[src/hdl/evpn_rsd_pkg.sv]
// ----------------------------------------------------------------------------
// evpn_rsd_pkg
// Types and constants shared by the EVPN route stream decoder.
// ----------------------------------------------------------------------------
`default_nettype none

package evpn_rsd_pkg;

    localparam logic [7:0] RT_ETH_AD     = 8'd1;
    localparam logic [7:0] RT_MAC_IP     = 8'd2;
    localparam logic [7:0] RT_INC_MCAST  = 8'd3;
    localparam logic [7:0] RT_IP_PREFIX  = 8'd5;

    localparam logic [7:0] MIN_LEN_ETH_AD = 8'd25;
    localparam logic [7:0] MIN_LEN_MAC_IP = 8'd29;
    localparam logic [7:0] MIN_LEN_OTHER  = 8'd23;

    localparam logic [7:0] OFF_ASN_FIRST   = 8'd2;
    localparam logic [7:0] OFF_ASN_LAST    = 8'd3;
    localparam logic [7:0] OFF_RDVAL_FIRST = 8'd4;
    localparam logic [7:0] OFF_RDVAL_LAST  = 8'd7;
    localparam logic [7:0] OFF_TAG_FIRST   = 8'd18;
    localparam logic [7:0] OFF_TAG_LAST    = 8'd21;
    localparam logic [7:0] OFF_PFX_FIRST   = 8'd23;

    localparam logic [7:0] MAC_BITS    = 8'd48;
    localparam logic [7:0] IPV4_BITS   = 8'd32;
    localparam logic [5:0] LABEL_BYTES = 6'd3;
    localparam logic [8:0] HDR_BYTES   = 9'd2;

    typedef enum logic [12:0] {
        PH_TYPE   = 13'b0000000000001,
        PH_LEN    = 13'b0000000000010,
        PH_FIXED  = 13'b0000000000100,
        PH_MACLEN = 13'b0000000001000,
        PH_MACB   = 13'b0000000010000,
        PH_IPLEN  = 13'b0000000100000,
        PH_IPB    = 13'b0000001000000,
        PH_PLEN   = 13'b0000010000000,
        PH_PFX    = 13'b0000100000000,
        PH_GWLEN  = 13'b0001000000000,
        PH_GWB    = 13'b0010000000000,
        PH_LABEL  = 13'b0100000000000,
        PH_TAIL   = 13'b1000000000000
    } t_phase;

    typedef struct packed {
        logic       valid;
        logic [7:0] data;
        logic       last;
    } t_step;

    typedef struct packed {
        logic        status;
        logic [7:0]  rec_type;
        logic [15:0] rd_asn;
        logic [31:0] rd_value;
        logic [31:0] ethernet_tag;
        logic [19:0] mpls_label;
        logic [7:0]  mac_length;
        logic [47:0] mac_address;
        logic [7:0]  addr_length;
        logic [31:0] addr_value;
        logic [31:0] gateway_addr;
        logic [8:0]  record_length;
    } t_route;

endpackage

`default_nettype wire

[src/hdl/evpn_rsd_parser.sv]
// ----------------------------------------------------------------------------
// evpn_rsd_parser
// Byte-wise parse state and field capture for EVPN route records.
// ----------------------------------------------------------------------------
`default_nettype none

module evpn_rsd_parser (
    input  wire                  i_clk,
    input  wire                  i_rst_n,
    input  evpn_rsd_pkg::t_step  i_step,
    output logic                 o_emit,
    output evpn_rsd_pkg::t_route o_result
);
    import evpn_rsd_pkg::*;

    t_phase      r_phase, n_phase;
    logic        r_draining, n_draining;
    logic [7:0]  r_off, n_off;
    logic [7:0]  r_vlen, n_vlen;
    logic [5:0]  r_skip, n_skip;
    logic        r_want, n_want;
    logic [7:0]  r_type, n_type;
    logic [15:0] r_asn, n_asn;
    logic [31:0] r_rdval, n_rdval;
    logic [31:0] r_tag, n_tag;
    logic [23:0] r_label, n_label;
    logic [7:0]  r_maclen, n_maclen;
    logic [47:0] r_mac, n_mac;
    logic [7:0]  r_addrlen, n_addrlen;
    logic [31:0] r_addr, n_addr;
    logic [31:0] r_gw, n_gw;

    logic [7:0] b;
    logic       last;
    logic [8:0] b_plus7;
    logic [5:0] nb;
    logic [7:0] min_len;
    logic       known;
    logic [7:0] pidx;
    logic       in_value;
    logic       err;

    assign b       = i_step.data;
    assign last    = i_step.last;
    assign b_plus7 = {1'b0, b} + 9'd7;
    assign nb      = b_plus7[8:3];
    assign pidx    = r_off - OFF_PFX_FIRST;
    assign known   = (b == RT_ETH_AD) || (b == RT_MAC_IP) ||
                     (b == RT_INC_MCAST) || (b == RT_IP_PREFIX);
    assign min_len = (r_type == RT_ETH_AD) ? MIN_LEN_ETH_AD :
                     (r_type == RT_MAC_IP) ? MIN_LEN_MAC_IP : MIN_LEN_OTHER;
    assign in_value = (r_phase != PH_TYPE) && (r_phase != PH_LEN);

    always_comb begin
        n_phase    = r_phase;
        n_draining = r_draining;
        n_off      = r_off;
        n_vlen     = r_vlen;
        n_skip     = r_skip;
        n_want     = r_want;
        n_type     = r_type;
        n_asn      = r_asn;
        n_rdval    = r_rdval;
        n_tag      = r_tag;
        n_label    = r_label;
        n_maclen   = r_maclen;
        n_mac      = r_mac;
        n_addrlen  = r_addrlen;
        n_addr     = r_addr;
        n_gw       = r_gw;
        err        = 1'b0;
        o_emit     = 1'b0;
        o_result   = '0;

        if (i_step.valid && r_draining) begin
            if (last) begin
                n_draining = 1'b0;
                n_phase    = PH_TYPE;
            end
        end else if (i_step.valid) begin
            case (r_phase)
                PH_TYPE: begin
                    n_type    = b;
                    n_asn     = '0;
                    n_rdval   = '0;
                    n_tag     = '0;
                    n_label   = '0;
                    n_maclen  = '0;
                    n_mac     = '0;
                    n_addrlen = '0;
                    n_addr    = '0;
                    n_gw      = '0;
                    n_want    = 1'b0;
                    if (!known || last) begin
                        err = 1'b1;
                    end else begin
                        n_phase = PH_LEN;
                    end
                end
                PH_LEN: begin
                    n_vlen = b;
                    if ((b < min_len) || last) begin
                        err = 1'b1;
                    end else begin
                        n_off   = '0;
                        n_phase = PH_FIXED;
                    end
                end
                PH_FIXED: begin
                    if (r_off >= OFF_ASN_FIRST && r_off <= OFF_ASN_LAST) begin
                        n_asn = {r_asn[7:0], b};
                    end else if (r_off >= OFF_RDVAL_FIRST && r_off <= OFF_RDVAL_LAST) begin
                        n_rdval = {r_rdval[23:0], b};
                    end else if (r_off >= OFF_TAG_FIRST && r_off <= OFF_TAG_LAST) begin
                        n_tag = {r_tag[23:0], b};
                    end
                    if (r_off == OFF_TAG_LAST) begin
                        if (r_type == RT_ETH_AD) begin
                            n_phase = PH_LABEL;
                            n_skip  = LABEL_BYTES;
                            n_label = '0;
                        end else if (r_type == RT_MAC_IP) begin
                            n_phase = PH_MACLEN;
                        end else if (r_type == RT_INC_MCAST) begin
                            n_phase = PH_IPLEN;
                        end else begin
                            n_phase = PH_PLEN;
                        end
                    end
                end
                PH_MACLEN: begin
                    n_maclen = b;
                    if (nb == 6'd0) begin
                        n_phase = PH_IPLEN;
                    end else begin
                        n_skip  = nb;
                        n_phase = PH_MACB;
                    end
                end
                PH_MACB: begin
                    if (r_maclen == MAC_BITS) begin
                        n_mac = {r_mac[39:0], b};
                    end
                    n_skip = r_skip - 6'd1;
                    if (n_skip == 6'd0) begin
                        n_phase = PH_IPLEN;
                    end
                end
                PH_IPLEN: begin
                    if (r_type == RT_MAC_IP) begin
                        n_addrlen = b;
                    end
                    n_want = (b == IPV4_BITS);
                    if (nb == 6'd0) begin
                        n_phase = PH_LABEL;
                        n_skip  = LABEL_BYTES;
                        n_label = '0;
                    end else begin
                        n_skip  = nb;
                        n_phase = PH_IPB;
                    end
                end
                PH_IPB: begin
                    if (r_want) begin
                        n_addr = {r_addr[23:0], b};
                    end
                    n_skip = r_skip - 6'd1;
                    if (n_skip == 6'd0) begin
                        n_phase = PH_LABEL;
                        n_skip  = LABEL_BYTES;
                        n_label = '0;
                    end
                end
                PH_PLEN: begin
                    n_addrlen = b;
                    if ({3'b000, nb} + {1'b0, MIN_LEN_OTHER} > {1'b0, r_vlen}) begin
                        err = 1'b1;
                    end else if (nb == 6'd0) begin
                        n_phase = PH_GWLEN;
                    end else begin
                        n_skip  = nb;
                        n_phase = PH_PFX;
                    end
                end
                PH_PFX: begin
                    if (pidx < 8'd4) begin
                        case (pidx[1:0])
                            2'd0:    n_addr[31:24] = r_addr[31:24] | b;
                            2'd1:    n_addr[23:16] = r_addr[23:16] | b;
                            2'd2:    n_addr[15:8]  = r_addr[15:8] | b;
                            default: n_addr[7:0]   = r_addr[7:0] | b;
                        endcase
                    end
                    n_skip = r_skip - 6'd1;
                    if (n_skip == 6'd0) begin
                        n_phase = PH_GWLEN;
                    end
                end
                PH_GWLEN: begin
                    n_want = (b == IPV4_BITS);
                    if (nb == 6'd0) begin
                        n_phase = PH_LABEL;
                        n_skip  = LABEL_BYTES;
                        n_label = '0;
                    end else begin
                        n_skip  = nb;
                        n_phase = PH_GWB;
                    end
                end
                PH_GWB: begin
                    if (r_want) begin
                        n_gw = {r_gw[23:0], b};
                    end
                    n_skip = r_skip - 6'd1;
                    if (n_skip == 6'd0) begin
                        n_phase = PH_LABEL;
                        n_skip  = LABEL_BYTES;
                        n_label = '0;
                    end
                end
                PH_LABEL: begin
                    n_label = {r_label[15:0], b};
                    n_skip  = r_skip - 6'd1;
                    if (n_skip == 6'd0) begin
                        n_phase = PH_TAIL;
                    end
                end
                default: begin
                end
            endcase

            // end of value or early buffer end
            if (in_value && !err) begin
                if ({1'b0, r_off} + 9'd1 >= {1'b0, r_vlen}) begin
                    if (n_phase == PH_IPB) begin
                        n_addr = '0;
                    end
                    if (n_phase == PH_GWB) begin
                        n_gw = '0;
                    end
                    if (n_phase == PH_LABEL) begin
                        n_label = '0;
                    end
                    o_emit                 = 1'b1;
                    o_result.status        = 1'b0;
                    o_result.rec_type      = n_type;
                    o_result.rd_asn        = n_asn;
                    o_result.rd_value      = n_rdval;
                    o_result.ethernet_tag  = n_tag;
                    o_result.mpls_label    = n_label[23:4];
                    o_result.mac_length    = n_maclen;
                    o_result.mac_address   = n_mac;
                    o_result.addr_length   = n_addrlen;
                    o_result.addr_value    = n_addr;
                    o_result.gateway_addr  = n_gw;
                    o_result.record_length = HDR_BYTES + {1'b0, r_vlen};
                    n_phase                = PH_TYPE;
                end else begin
                    n_off = r_off + 8'd1;
                    if (last) begin
                        err = 1'b1;
                    end
                end
            end

            if (err) begin
                o_emit          = 1'b1;
                o_result        = '0;
                o_result.status = 1'b1;
                n_phase         = PH_TYPE;
                n_draining      = !last;
            end
        end
    end

    always_ff @(posedge i_clk) begin
        if (!i_rst_n) begin
            r_phase    <= PH_TYPE;
            r_draining <= 1'b0;
        end else begin
            r_phase    <= n_phase;
            r_draining <= n_draining;
        end
    end

    always_ff @(posedge i_clk) begin
        r_off     <= n_off;
        r_vlen    <= n_vlen;
        r_skip    <= n_skip;
        r_want    <= n_want;
        r_type    <= n_type;
        r_asn     <= n_asn;
        r_rdval   <= n_rdval;
        r_tag     <= n_tag;
        r_label   <= n_label;
        r_maclen  <= n_maclen;
        r_mac     <= n_mac;
        r_addrlen <= n_addrlen;
        r_addr    <= n_addr;
        r_gw      <= n_gw;
    end

endmodule

`default_nettype wire

[src/hdl/evpn_route_stream_decoder_core.sv]
// ----------------------------------------------------------------------------
// evpn_route_stream_decoder_core
// Decodes a byte stream of EVPN route records into one result per record.
// ----------------------------------------------------------------------------
// Bytes enter one per cycle unless the input stalls. Each accepted byte lands
// in an input register and is parsed from there once the result register can
// take a new result; the parse state then advances and any result is written
// to the output register. The sustained rate is one byte per clock when the
// output does not stall; an output stall holds the parse stage, and the input
// stalls while its register is full and cannot advance. No clearing pass is
// needed after reset.
`default_nettype none

module evpn_route_stream_decoder_core (
    input  wire         i_clk,
    input  wire         i_rst_n,
    input  wire         i_in_valid,
    output logic        o_in_stall,
    input  wire  [7:0]  i_data_byte,
    input  wire         i_buffer_end,
    output logic        o_out_valid,
    input  wire         i_out_stall,
    output logic        o_status,
    output logic [7:0]  o_rec_type,
    output logic [15:0] o_rd_asn,
    output logic [31:0] o_rd_value,
    output logic [31:0] o_ethernet_tag,
    output logic [19:0] o_mpls_label,
    output logic [7:0]  o_mac_length,
    output logic [47:0] o_mac_address,
    output logic [7:0]  o_addr_length,
    output logic [31:0] o_addr_value,
    output logic [31:0] o_gateway_addr,
    output logic [8:0]  o_record_length
);
    import evpn_rsd_pkg::*;

    logic       r_in_valid;
    logic [7:0] r_in_data;
    logic       r_in_last;
    logic       r_out_valid;
    t_route     r_out;

    logic   advance;
    logic   in_ready;
    t_step  step;
    logic   emit;
    t_route result;

    assign advance  = r_in_valid && (!r_out_valid || !i_out_stall);
    assign in_ready = !r_in_valid || advance;
    assign o_in_stall = !in_ready;

    assign step.valid = advance;
    assign step.data  = r_in_data;
    assign step.last  = r_in_last;

    evpn_rsd_parser u_parser (
        .i_clk    (i_clk),
        .i_rst_n  (i_rst_n),
        .i_step   (step),
        .o_emit   (emit),
        .o_result (result)
    );

    // input register
    always_ff @(posedge i_clk) begin
        if (!i_rst_n) begin
            r_in_valid <= 1'b0;
        end else if (i_in_valid && in_ready) begin
            r_in_valid <= 1'b1;
        end else if (advance) begin
            r_in_valid <= 1'b0;
        end
    end

    always_ff @(posedge i_clk) begin
        if (i_in_valid && in_ready) begin
            r_in_data <= i_data_byte;
            r_in_last <= i_buffer_end;
        end
    end

    // result register
    always_ff @(posedge i_clk) begin
        if (!i_rst_n) begin
            r_out_valid <= 1'b0;
        end else if (advance) begin
            r_out_valid <= emit;
        end else if (!i_out_stall) begin
            r_out_valid <= 1'b0;
        end
    end

    always_ff @(posedge i_clk) begin
        if (advance && emit) begin
            r_out <= result;
        end
    end

    assign o_out_valid     = r_out_valid;
    assign o_status        = r_out.status;
    assign o_rec_type      = r_out.rec_type;
    assign o_rd_asn        = r_out.rd_asn;
    assign o_rd_value      = r_out.rd_value;
    assign o_ethernet_tag  = r_out.ethernet_tag;
    assign o_mpls_label    = r_out.mpls_label;
    assign o_mac_length    = r_out.mac_length;
    assign o_mac_address   = r_out.mac_address;
    assign o_addr_length   = r_out.addr_length;
    assign o_addr_value    = r_out.addr_value;
    assign o_gateway_addr  = r_out.gateway_addr;
    assign o_record_length = r_out.record_length;

    a_err_no_length: assert property (@(posedge i_clk) disable iff (!i_rst_n)
        o_out_valid && o_status |-> o_record_length == 9'd0)
        else $error("error result carries a record length");

    a_ok_min_length: assert property (@(posedge i_clk) disable iff (!i_rst_n)
        o_out_valid && !o_status |-> o_record_length >= 9'd25)
        else $error("decoded record shorter than the minimum");

    a_ok_known_type: assert property (@(posedge i_clk) disable iff (!i_rst_n)
        o_out_valid && !o_status |->
            (o_rec_type == RT_ETH_AD) || (o_rec_type == RT_MAC_IP) ||
            (o_rec_type == RT_INC_MCAST) || (o_rec_type == RT_IP_PREFIX))
        else $error("decoded record with unknown route type");

    a_mac_only_48: assert property (@(posedge i_clk) disable iff (!i_rst_n)
        o_out_valid && (o_mac_length != MAC_BITS) |-> o_mac_address == 48'd0)
        else $error("mac address set without a 48-bit length");

    a_hold_on_stall: assert property (@(posedge i_clk) disable iff (!i_rst_n)
        r_in_valid && r_out_valid && i_out_stall |=> r_in_valid && $stable(r_in_data))
        else $error("parse stage advanced into a stalled result register");

endmodule

`default_nettype wire

[config.mk]
export PLATFORM = sky130hd
export DESIGN_NAME = evpn_route_stream_decoder_core
export DESIGN_NICKNAME = d
export VERILOG_FILES = /design/src/hdl/evpn_rsd_pkg.sv /design/src/hdl/evpn_rsd_parser.sv /design/src/hdl/evpn_route_stream_decoder_core.sv
export SDC_FILE = /design/constraint.sdc
export NUM_CORES = 1
export LEC_CHECK = 0
export ABC_AREA = 0
export ABC_CLOCK_PERIOD_IN_PS = 14100
export BUFFER_PORTS_ARGS = -buffer_cell sky130_fd_sc_hd__clkbuf_2
export CELL_PAD_IN_SITES_DETAIL_PLACEMENT = 0
export CELL_PAD_IN_SITES_GLOBAL_PLACEMENT = 1
export CORE_ASPECT_RATIO = 0.75
export CORE_MARGIN = 5
export CORE_UTILIZATION = 37
export CTS_CLUSTER_DIAMETER = 100
export DETAILED_ROUTE_END_ITERATION = 6
export PLACE_DENSITY = 0.63
export SYNTH_ARGS = -nofsm -noshare
export SYNTH_HDL_FRONTEND = slang
export SYNTH_SLANG_ARGS = --single-unit
[constraint.sdc]
create_clock -name i_clk -period 14.1 [get_ports i_clk]
set_clock_uncertainty 0.1 [all_clocks]
set_input_delay 0 -clock i_clk [delete_from_list [all_inputs] [get_ports i_clk]]
set_output_delay 0 -clock i_clk [all_outputs]
set_load 0.02 [all_outputs]
==> After elaboration in Yosys (flattened, before gate mapping) <==
Index checks and enable logic that the tools add are counted.
{ "totals": {"inputBits": 13, "ramBits": 0, "output_inout_bits": 248, "elab_cells": 237, "ff_bits": 534, "memories": 0, "romBits": 0, "latchBits": 0} }
{ "classes": {"n_mux": 103, "n_bitwise": 8, "n_addsub": 7, "div_mod_pow": 0, "n_reduce_logical": 43, "mul": 0, "shifts": 0, "order_cmp": 10, "eq_ne": 34} }
{ "op_table": {"columns": ["operator", "count"], "rows": [
  ["$mux W246", 2],
  ["$mux W32", 14],
  ["$mux W245", 1],
  ["$mux W13", 18],
  ["$pmux W32 S2", 3],
  ["$mux W24", 7],
  ["$pmux W13 S11", 1],
  ["$pmux W24 S5", 1],
  ["$mux W8", 12],
  ["$pmux W32 S3", 1],
  ["$pmux W48 S2", 1],
  ["$mux W48", 1],
  ["$mux W6", 7],
  ["$pmux W6 S6", 1],
  ["$eq A8 B2 Y1 const B", 4],
  ["$or A8 B8 Y8", 4],
  ["$pmux W16 S2", 1],
  ["$eq A13 B11 Y1 const B", 2],
  ["$eq A13 B12 Y1 const B", 2],
  ["$eq A13 B7 Y1 const B", 2],
  ["$mux W12", 2],
  ["$pmux W8 S3", 1],
  ["$mux W1", 23],
  ["$eq A8 B1 Y1 const B", 2],
  ["other kinds (55)", 92]
]} }

==> Depth between registers and ports, before layout <==
Gate-level depths: netlist of run 1.
{ "depth": {"word_depth": 19, "mapped_depth": 17, "mapped_depth_nobuf": 14} }

==> Hierarchy <==
From an unflattened synthesis of run 1, not the netlist that was laid out.
{ "hier_totals": {"hier_cells": 1942, "hier_area_um2": 23595.1} }
{ "by_module_without_submodules": {"columns": ["mod", "area_per_inst_um2", "seq_area_each_um2", "instances", "cells_per_inst"], "rows": [
  ["evpn_rsd_parser", 15846.4, 8177.8, 1, 1677],
  ["evpn_route_stream_decoder_core", 7748.7, 7697.4, 1, 265]
]} }

==> Least setup slack after synthesis of run 1 <==
No wires, ideal clock.
{ "synth_timing": {"path_type": "register to register", "startpoint": "register r_out_valid, in the netlist o_out_valid", "endpoint": "register r_out (netlist bit o_addr_length[0]) (enable)", "slack_ps": 2332, "period_less_slack_ps": 11768, "setup_ps": 590, "required_time_ps": 13410, "arrival_ps": 11078, "stages_incl_launch_ff": 8, "path_buffers": 1, "cell_sequence": "dfxtp_1 nand2_1 nand2_1 or2_2 clkbuf_1 inv_1 nand2_1 inv_1"} }
{ "synth_via": {"elab_chain_cells": 6, "elab_cells_between_ends": 7, "classes_between": "mux (2); reduce/logical (5)"} }
{ "synth_rtl": {"columns": ["element", "line", "text"], "rows": [
  ["start, declared", "evpn_route_stream_decoder_core.sv:41", "logic r_out_valid;"],
  ["start signal, assigned", "evpn_route_stream_decoder_core.sv:89", "r_out_valid <= emit;"],
  ["$logic_not A1 Y1 *", "evpn_route_stream_decoder_core.sv:50", "assign advance = r_in_valid && (!r_out_valid || !i_out_stall);"],
  ["$logic_or A1 B1 Y1 *", "evpn_route_stream_decoder_core.sv:50", null],
  ["$logic_and A1 B1 Y1 *", "evpn_route_stream_decoder_core.sv:50", null],
  ["$mux W1 or $logic_and A1 B1 Y1 (tied branches)", "evpn_rsd_parser.sv:80, evpn_rsd_parser.sv:75", null],
  ["$mux W1", "evpn_rsd_parser.sv:75", "if (i_step.valid && r_draining) begin"],
  ["$logic_and A1 B1 Y1 *", "evpn_route_stream_decoder_core.sv:96", "if (advance && emit) begin"],
  ["end signal, assigned", "evpn_route_stream_decoder_core.sv:97", "r_out <= result;"],
  ["end, declared", "evpn_route_stream_decoder_core.sv:42", "t_route r_out;"]
]} }
Every way passes the cells marked *; elsewhere a longest branch is shown, timed or not.
A chain may end at the register's enable or synchronous reset.

==> Worst setup path in the final report of run 1 <==
{ "layout_timing": {"startpoint": "register r_in_data[3]", "endpoint": "register u_parser.r_label[18], data pin"} }
{ "layout_via": {"elab_chain_cells": 14, "elab_cells_between_ends": 39, "classes_between": "add/sub (2); order compare (2); eq/ne (5); mux (21); reduce/logical (9)"} }
{ "layout_rtl": {"columns": ["element", "line", "text"], "rows": [
  ["start, declared", "evpn_route_stream_decoder_core.sv:39", "logic [7:0] r_in_data;"],
  ["start signal, assigned", "evpn_route_stream_decoder_core.sv:79", "r_in_data <= i_data_byte;"],
  ["branches (longest 13 deep; another with $add A8 B3 Y9)", null, null],
  ["$mux W24 *", "evpn_rsd_parser.sv:233", "if (in_value && !err) begin"],
  ["end signal, assigned", "evpn_rsd_parser.sv:295", "r_label <= n_label;"],
  ["end, declared", "evpn_rsd_parser.sv:26", "logic [23:0] r_label, n_label;"]
]} }
Mark *: on every way between the ends. The select of a mux whose other input is x is not followed.

==> results of run 1 <==
## how the worst max path moves through the flow
| stage | to | slack, ns |
|---|---|---|
| 6_report | u_parser.r_label[18] | 7.92 |
| 5_1_grt | u_parser.r_label[11] | 7.59 |
| 4_1_cts | u_parser.r_label[4] | 8.02 |
| 3_5_place_dp | u_parser.r_label[18] | 8.04 |
| 3_3_place_gp | u_parser.r_label[14] | 8.27 |
| 2_1_floorplan | o_addr_length[0] | 2.33 |
## power by group through the flow
| stage | clock (W) | sequential (W) | combinational (W) |
|---|---|---|---|
| 4_1_cts | 0.00150 | 0.00183 | 0.000156 |
| 3_5_place_dp | 0 | 0.00186 | 0.000152 |
| 3_3_place_gp | 0 | 0.00186 | 0.000151 |
| 6_report | 0.00146 | 0.00183 | 0.000153 |
| 2_1_floorplan | 0 | 0.00190 | 0.0000518 |
| 5_1_grt | 0.00157 | 0.00183 | 0.000164 |
## metrics by stage
step / power [W] / cell area (um^2) / setup WS [ns]
6_report: 0.003446 / 27880 / 7.922
5_1_grt: 0.003572 / 27870 / 7.588
4_1_cts: 0.003489 / 27870 / 8.019
3_5_place_dp: 0.002016 / 25910 / 8.039
3_3_place_gp: 0.002013 / 25910 / 8.268
2_1_floorplan: 0.001957 / 23790 / 2.332
## area by class of cell
type                       count  area (um^2)  share of cell area [%]
clock inverter                29        304.0                   1.091
timing repair buffer         310         1722                   6.176
inverter                      24        105.1                  0.3770
clock buffer                  71         1479                   5.305
tap                          861         1077                   3.865
multi-input combinational   1366         7311                   26.23
sequential                   534        15880                   56.95
antenna                        1        2.502                0.008977
## layer usage
metal	vias up	GRT usage (%)
met5	-	0
met4	0	4.457
met3	85	2.462
met2	415	28.09
met1	8097	27.78
li1	7812	-
## worst reg2reg max path: stages (launching register included)
cell and delay (ns):
edfxtp_1 0.36, buf_4 0.25, or4_1 0.59, nor3_1 0.37
nand2b_1 0.21, xor2_1 0.09, ha_1 0.32, nand4_1 0.12
or3b_2 0.47, o211a_1 0.22, a32oi_1 0.37, nand3_1 0.33
a2111o_1 0.44, or3_4 0.45, nor4bb_4 1.03, nor2_1 0.15
## cells by family after synthesis
group                    after synthesis  synth area share (%)
other                                  1               0.01576
buffers and inverters                164                 2.840
adder cells (fa/ha/maj)               28                 1.473
AND/OR/NAND/NOR                      933                 18.47
AO/OA/AOI/OAI                        374                 9.346
multiplexers                           2               0.08941
flip-flops                           534                 66.73
XOR/XNOR                              28                 1.031
## placed cells by master, fill, tap and decap left out, drive strengths merged, types with 4 or more instances in the layout
cell type    synthesis  routed
xnor2               14      14
a21oi              104     104
a211oi               6       6
a21boi               6       6
edfxtp             518     518
nor3b                5       5
buf                 25      32
o21ai              160     160
o31ai                5       5
inv                 24      26
ha                  28      28
or2                  7       7
clkbuf             115     331
a22o                 8       8
nor2               241     241
a32oi                4       4
bufinv               0       5
and2                20      20
dfxtp               16      16
nor4b                4       4
or4                  4       4
a31oi                4       4
nor2b              152     152
nor3                22      22
and4                 5       5
dlygate4sd3          0      18
clkinv               0      22
nand2b               9       9
a22oi               36      36
nand2              357     357
nand4               17      17
and3                40      40
nand3               23      23
xor2                14      14
nor4                15      15
a21o                 7       7
## state kept, by name, indices dropped and copies added (netlist names), 32 cells and up
| register | flops |
|---|---|
| o_mac_address | 48 |
| u_parser.r_mac | 48 |
| o_addr_value | 32 |
| o_ethernet_tag | 32 |
| o_gateway_addr | 32 |
| o_rd_value | 32 |
| u_parser.r_addr | 32 |
| u_parser.r_gw | 32 |
| u_parser.r_rdval | 32 |
| u_parser.r_tag | 32 |
## repair_timing
| action | CTS | global route |
|---|---|---|
| hold buffers | 18 | 0 |
| endpoints found under the setup margin | 0 | 0 |
| buffers inserted | 0 | 0 |
| hold endpoints to repair | 34 | 0 |
==> flow_summary.yaml, run 1 <==
setup_path:
  r2r_start: "r_in_data[3]"
  path_max_fanout: 24
  slowest_stage: "nor4bb_4"
  critPathLaunch: "r_in_data[3]"
  rr_endpoint: "u_parser.r_label[18]"
  crit_family: "simple AND/OR/NAND/NOR gates"
  cp.arrival_ns: 6.39
  ff2ff_path_depth: 15
  cp_cell_sequence: "buf_4 -> or4_1 -> nor3_1 -> nand2b_1 -> xor2_1 -> ha_1 -> nand4_1 -> or3b_2 -> o211a_1 -> a32oi_1 -> nand3_1 -> a2111o_1 -> or3_4 -> nor4bb_4 -> nor2_1"
  cp-start-kind: "register"
  cp.depth: 15
  crit_type: "register to register"
  r2r_setup_slack_ns: 7.92
  cpPeakStageDelay_ns: 1.03
  crit_required_ns: 14.31
  path_buf_inv: 1
  cp-end-kind: "register"
synth:
  synth_edf_count: 518
  syn_area_mm2: 0.02379
  post-synth-top-count-cell: "edfxtp_1"
  synth_top_area_cell: "edfxtp_1"
  synth.area.top_cells: "edfxtp_1, nand2_1, nor2b_1"
  syn_avg_cell_area_um2: 11.53
  syn_nets: 2105
  synthCells: 2064
  synth-seq-area-share_pct: 66.73
  synth_common_cells: "edfxtp_1, nand2_1, nor2_1"
  ys_types: 73
  yosysWarnings: 0
  synth_top_area_share_pct: 65.39
  async_flop_share_pct: 0
  ys.flop_type: "edfxtp_1"
  ys_ff_latch: 534
detailed_routing:
  drt-total-wl_um: 65830
  wire_per_inst_um: 20.60
  vias_per_cell: 5.134
  drt_iter0_drc: 1432
  drc: 0
  met1Wirelength_um: 31730
  met3_length_um: 3021
  dr.pass1.iters: 5
  highest_layer: "met4"
  met2_length_um: 29700
  num_vias: 16410
  postRouteAntennaNets: 0
global_route:
  grt_pass1_vias: 16030
  grt_usage_pct: 18.36
  antenna_found_initial: 2
  grt_start_max_net_pins: 129
  grt_pass1_wl_um: 99800
  grt_overflow: 0
min_path:
  hold_path_class: "input port to register"
  holdPathEnd: "r_in_data[3]"
  hold_depth: 2
  hp-start: "i_data_byte[3]"
power_and_ir_drop:
  p_per_area_mw_per_mm2: 123.6
  pwr-share-clk_pct: 42.5
  p_int_w: 0.002669
  p_sw_w: 0.0007768
  power_frac_seq_pct: 53.1
  peakVddDrop_v: 0.00007223
  p_comb_share_pct: 4.4
  p_leak_nw: 9.807
  switching_share_pct: 22.55
layout:
  layout.cells.non_filler: 3196
  syn_to_final_growth_pct: 17.18
  fin_util_pct: 43.79
  drive_gt1_share_pct: 16.97
  n_fill_cell: 6035
  nets: 2333
sta:
  setup_violations: 0
  period_share_pct: 43.81
  hold_viol: 0
  rsz0062_at_grt: "no"
  fin_setup_tns_ns: 0
  finalMaxSlewViolations: 0
  tightest_slew_ns: 1.170
  slew_headroom_pct: 21.90
  whs_ns: 0.04799
  timing.final.crit_period_ns: 6.178
  fmax_ghz: 0.1619
floorplanning:
  fp-row-count: 80
  die_h_um: 229.6
  core_mm2: 0.06366
  pin_count: 261
  start_util_pct: 37.37
  dieArea_mm2: 0.06952
  die_w_um: 302.8
clock_network:
  clk_path_buf_depth: 3
  cts_root_buffer: "clkbuf_16"
  post_cts_resized: 0
  numCtsBuffers: 56
  numClockSinks: 534
  clk_pin_slew_worst_paths_ns: 0.06
  htreeDepth: 2
  clkLatencyLatePin_ns: 0.62
  cts_tree: "done"
job:
  max-cap-violations: 0
place:
  dp_cells: 3077
  gp_congestion: 0.8669
  dp_hpwl_um: 42160
  port_buffers: 260
outcome:
  outcome: "completed"
Note: power is estimated with default switching activity, not from simulation.
==> inputs of run 2 (changes only) <==
Settings changed: ABC_AREA 0 to 1, ABC_CLOCK_PERIOD_IN_PS 14100 to 5300, PLACE_DENSITY 0.63 to 0.66.
Clock period 14.1 ns to 5.3 ns, I/O delays scaled along.
==> flow_summary.yaml, run 2 <==
synth:
  synth-seq-area-share_pct: 61.10
  synth_top_area_share_pct: 59.87
  synth_edf_count: 518
  ys_types: 51
  syn_nets: 2604
  post-synth-top-count-cell: "edfxtp_1"
  synth.area.top_cells: "edfxtp_1, inv_1, nor2_1"
  yosysWarnings: 0
  syn_avg_cell_area_um2: 10.14
  ys.flop_type: "edfxtp_1"
  syn_area_mm2: 0.02598
  async_flop_share_pct: 0
  ys_ff_latch: 534
  synthCells: 2563
  synth_common_cells: "edfxtp_1, inv_1, nor2_1"
  synth_top_area_cell: "edfxtp_1"
floorplanning:
  start_util_pct: 37.18
  dieArea_mm2: 0.07568
  pin_count: 261
  die_w_um: 316.0
  core_mm2: 0.06989
  fp-row-count: 84
  die_h_um: 239.5
clock_network:
  post_cts_resized: 0
  clk_path_buf_depth: 3
  numCtsBuffers: 55
  cts_root_buffer: "clkbuf_16"
  htreeDepth: 2
  numClockSinks: 534
  cts_tree: "done"
  clkLatencyLatePin_ns: 0.63
  clk_pin_slew_worst_paths_ns: 0.06
sta:
  hold_viol: 0
  rsz0062_at_grt: "no"
  slew_headroom_pct: 12.73
  finalMaxSlewViolations: 0
  setup_violations: 0
  fmax_ghz: 0.2168
  whs_ns: 0.05729
  timing.final.crit_period_ns: 4.613
  period_share_pct: 87.03
  tightest_slew_ns: 1.302
layout:
  syn_to_final_growth_pct: 16.54
  layout.cells.non_filler: 3797
  nets: 2848
  layout_commonest_cell: "edfxtp_1"
  final_cell_mix: "edfxtp_1, inv_1, nor2_1"
  n_antenna_cell: 0
  final_cell_area_mm2: 0.03028
  n_fill_cell: 6700
  drive_gt1_share_pct: 17.15
detailed_routing:
  num_vias: 19570
  met2_length_um: 33810
  met1Wirelength_um: 36660
  drc: 0
  postRouteAntennaNets: 0
  wire_per_inst_um: 20.48
  highest_layer: "met4"
  vias_per_cell: 5.153
  drt-total-wl_um: 77770
  dr.pass1.iters: 5
  drt_iter0_drc: 1976
  met3_length_um: 5765
setup_path:
  ff2ff_path_depth: 23
  cp-start-kind: "register"
  rr_endpoint: "o_mac_address[32]"
  crit_required_ns: 5.48
  cpPeakStageDelay_ns: 0.65
  slowest_stage: "edfxtp_1"
  r2r_setup_slack_ns: 0.69
  path_max_fanout: 56
  cp_common_cell: "nand2_1"
  crit_type: "register to register"
  cp_cell_sequence: "nand2_1 -> a21oi_1 -> nand2_1 -> inv_1 -> nand2_1 -> nand2_1 -> nor2_2 -> inv_1 -> nand2_1 -> o21ai_1 -> ha_1 -> nand2_1 -> inv_1 -> nand2_1 -> nand2_1 -> nand2_1 -> nand3_2 -> nand3_2 -> nand3_2 -> nor2_4 -> nor2_4 -> nor2_4 -> buf_12"
  cp.arrival_ns: 4.80
  r2r_start: "r_in_data[3]"
  cp-end-kind: "register"
place:
  post_dp_cell_area_mm2: 0.02832
  port_buffers: 260
  gp_congestion: 0.9484
  dp_cells: 3681
  dp_hpwl_um: 51660
min_path:
  holdPathEnd: "r_in_data[3]"
  hp-start: "i_data_byte[3]"
  hold_depth: 2
  hold_path_class: "input port to register"
power_and_ir_drop:
  pwr-share-clk_pct: 40.0
  power_w: 0.009869
  peakVddDrop_v: 0.0002303
  switching_share_pct: 25.62
  p_comb_share_pct: 9.6
  power_frac_seq_pct: 50.5
  p_leak_nw: 11.58
  p_per_area_mw_per_mm2: 325.9
  p_int_w: 0.007341
  p_sw_w: 0.002528
job:
  max-cap-violations: 0
global_route:
  grt_start_max_net_pins: 139
  antenna_found_initial: 0
  grt_pass1_wl_um: 116900
  grt_pass1_vias: 18900
  grt_overflow: 0
  grt_usage_pct: 19.82
outcome:
  outcome: "completed"
==> run 2: cell types whose count changed in the layout (fill, tap and decap cells not counted), moves of 34 or more <==
| cell | before | now |
|---|---|---|
| nor2_1 | 239 | 341 |
| o22ai_2 | 0 | 34 |
| inv_1 | 22 | 425 |
| nand2_1 | 357 | 291 |
| nand3_1 | 23 | 105 |
| o22ai_1 | 1 | 93 |
| nor3_1 | 19 | 69 |
| nor2b_1 | 152 | 0 |
==> run 2: logic make-up after synthesis <==
kind of cell | after synthesis | share of synthesized area [%]
adders and majority gates | 28 | 1.348
and+or+nand+nor | 901 | 15.27
buffers and inverters | 580 | 8.875
xor gates and xnor gates | 10 | 0.3371
DFF | 534 | 61.10
other | 1 | 0.01443
muxes | 24 | 0.9246
AOI/OAI and AO/OA | 485 | 12.13
==> run 2: worst max path at each step <==
| stage | depth (start not counted) | start | to |
|---|---|---|---|
| CTS | 19 | r_in_data[3] | o_rd_value[26] |
| global route | 23 | r_in_data[3] | o_rd_value[16] |
| global placement | 23 | r_in_data[3] | o_rd_value[21] |
| floorplan | 22 | r_in_data[1] | o_addr_length[0] |
| detailed placement | 19 | r_in_data[3] | o_rd_value[20] |
| finish | 23 | r_in_data[3] | o_mac_address[32] |
==> run 2: stage by stage <==
step	utilization, %	setup WS, ns	setup TNS [ns]
2_1_floorplan	-	-1.243	-306.90
3_3_place_gp	40.53	0.8460	0
3_5_place_dp	40.53	0.7592	0
4_1_cts	43.32	0.7217	0
5_1_grt	43.32	0.4004	0
6_report	43.32	0.6875	0
==> run 2: repair_timing <==
action,CTS,global route
hold endpoints to repair,35,0
setup buffers,0,0
hold buffers,15,0
==> run 2: power groups by stage <==
stage	clock (W)	sequential [W]	combinational, W
5_1_grt	0.00423	0.00500	0.00104
3_3_place_gp	0	0.00506	0.000933
3_5_place_dp	0	0.00507	0.000939
2_1_floorplan	0	0.00518	0.000493
4_1_cts	0.00405	0.00498	0.000954
6_report	0.00394	0.00498	0.000945
==> run 2: final cells by class <==
class                           instances  area, um^2  share of cell area, %
Clock inverter                         36       340.3                  1.124
Multi-Input combinational cell       1449        7879                  26.02
Sequential cell                       534       15880                  52.43
Tap cell                              946        1184                  3.909
Clock buffer                           65        1465                  4.839
Inverter                              455        1708                  5.640
Timing Repair Buffer                  312        1829                  6.041
==> run 2: per-layer routing <==
metal / vias to the layer above / GRT usage (%)
li1: 9308 / -
met1: 9497 / 29.55
met2: 659 / 29.69
met3: 102 / 4.558
met4: 0 / 4.270
met5: - / 0
==> run 2: critical path, delay by kind of cell, from the launching register on <==
| kind | cells | cell delay (ns) |
|---|---|---|
| flip-flops | 1 | 0.65 |
| AND/OR/NAND/NOR | 16 | 2.34 |
| adder cells (fa/ha/maj) | 1 | 0.26 |
| buffers and inverters | 4 | 0.56 |
| AO/OA/AOI/OAI | 2 | 0.27 |
==> inputs of run 3 (changes only) <==
Settings changed: ABC_CLOCK_PERIOD_IN_PS 5300 to 4350, CORE_MARGIN 5 to 2, PLACE_DENSITY 0.66 to 0.64.
Clock period 5.3 ns to 4.35 ns, I/O delays scaled along.
==> flow_summary.yaml, run 3 (same netlist as run 2, synthesis figures left out) <==
floorplanning:
  core_mm2: 0.06979
  die_h_um: 233.5
  dieArea_mm2: 0.07238
  fp-row-count: 84
  start_util_pct: 37.23
  die_w_um: 310.0
  pin_count: 261
job:
  max-cap-violations: 0
clock_network:
  cts_root_buffer: "clkbuf_16"
  clkLatencyLatePin_ns: 0.63
  htreeDepth: 2
  numClockSinks: 534
  cts_tree: "done"
  clk_pin_slew_worst_paths_ns: 0.07
  clk_path_buf_depth: 3
  numCtsBuffers: 56
global_route:
  grt_overflow: 0
  grt_pass1_vias: 18940
  grt_start_max_net_pins: 151
  grt_usage_pct: 20.75
  grt_pass1_wl_um: 114900
  antenna_found_initial: 2
detailed_routing:
  drc: 0
  vias_per_cell: 5.179
  dr.pass1.iters: 5
  postRouteAntennaNets: 0
  drt_iter0_drc: 1901
  num_vias: 19830
  drt-total-wl_um: 77160
  wire_per_inst_um: 20.15
sta:
  timing.final.crit_period_ns: 3.972
  fmax_ghz: 0.2518
  finalMaxSlewViolations: 0
  whs_ns: 0.03227
  period_share_pct: 91.30
  tightest_slew_ns: 1.030
  fin_setup_tns_ns: 0
  setup_violations: 0
  hold_viol: 0
  rsz0062_at_grt: "no"
  slew_headroom_pct: 31.25
setup_path:
  path_buf_inv: 4
  cpPeakStageDelay_ns: 0.48
  cp-start-kind: "register"
  crit_family: "simple AND/OR/NAND/NOR gates"
  cp_cell_sequence: "nand2_1 -> a21oi_1 -> nand2_1 -> inv_1 -> nand2_1 -> nand2_1 -> nor2_2 -> inv_1 -> nand3_1 -> ha_1 -> nand2_1 -> nor2_1 -> nand3_1 -> nand3_2 -> nand3_2 -> nor2_4 -> nor2_4 -> nor2_4 -> buf_12 -> buf_12"
  crit_required_ns: 4.55
  cp-end-kind: "register"
  path_max_fanout: 38
  cp_common_cell: "nand2_1"
  crit_type: "register to register"
  slowest_stage: "edfxtp_1"
  cp.arrival_ns: 4.18
layout:
  final_cell_area_mm2: 0.03057
  syn_to_final_growth_pct: 17.64
  drive_gt1_share_pct: 17.90
  layout_commonest_cell: "edfxtp_1"
  nets: 2880
  n_antenna_cell: 0
  fin_util_pct: 43.80
  final_cell_mix: "edfxtp_1, inv_1, nor2_1"
  layout.cells.non_filler: 3829
power_and_ir_drop:
  p_leak_nw: 11.76
  peakVddDrop_v: 0.0003034
  p_per_area_mw_per_mm2: 393.9
place:
  gp_congestion: 0.9325
  post_dp_cell_area_mm2: 0.02858
  port_buffers: 260
  dp_cells: 3710
  dp_hpwl_um: 52190
outcome:
  outcome: "completed"
min_path:
  hold_path_class: "input port to register"
-- run 3: cell types whose count changed in the layout (fill, tap and decap cells not counted), moves of 2 or more --
cell,delta
clkinvlp_4,-3
clkinv_2,-2
nand3_2,-2
buf_12,+3
clkinv_1,+5
buf_4,+27
clkbuf_1,+2
clkbuf_8,-3
-- run 3: layer usage --
layer | vias to the layer above | wire length, um | GRT usage (%)
met5 | - | 0 | 0
met4 | 0 | 1472 | 4.801
met3 | 107 | 4540 | 2.949
met2 | 582 | 34660 | 31.53
met1 | 9764 | 36490 | 31.20
li1 | 9376 | - | -
-- run 3: where the power goes --
part / total, W / switching (W) / internal [W] / leakage, nW
clock: 0.00481 / 0.00206 / 0.00275 / 0.890
sequential: 0.00606 / 0.000119 / 0.00594 / 5.07
combinational: 0.00117 / 0.000860 / 0.000313 / 5.81
total: 0.0120 / 0.00303 / 0.00901 / 11.8
-- run 3: path summary, 6_finish.rpt --
check / startpoint / endpoint / slack, ns / cells past startpoint
worst min register to register: u_parser.r_addrlen[6] / u_parser.r_addrlen[6] / 0.44 / 2
worst max register to register: r_in_data[4] / o_mac_address[44] / 0.38 / 20
worst max-delay path: r_in_data[4] / o_mac_address[44] / 0.38 / 20
worst min-delay path: i_buffer_end / r_in_last / 0.03 / 2
-- run 3: through the flow --
stage	total power [W]	worst slack, ns
2_1_floorplan	0.006903	-2.193
3_3_place_gp	0.007319	0.2807
3_5_place_dp	0.007331	0.3049
4_1_cts	0.01217	0.2818
5_1_grt	0.01248	0.001648
6_report	0.01204	0.3783
-- run 3: area by class of cell --
class / instances / area [um^2]
fillers: 6834 / 39220
flip-flops and latches: 534 / 15880
multi-input cells: 1450 / 7901
repair buffers: 342 / 2093
inverters: 455 / 1708
clock buffers: 65 / 1456
well taps: 946 / 1184
clock inverters: 37 / 349.1
-- run 3: repair_timing --
| item | 4_1_cts | 5_1_grt |
|---|---|---|
| endpoints found under the setup margin | 0 | 56 |
| resized for setup | 0 | 3 |
| hold buffers | 14 | 0 |
| setup buffers | 0 | 2 |
| hold endpoints to repair | 35 | 0 |
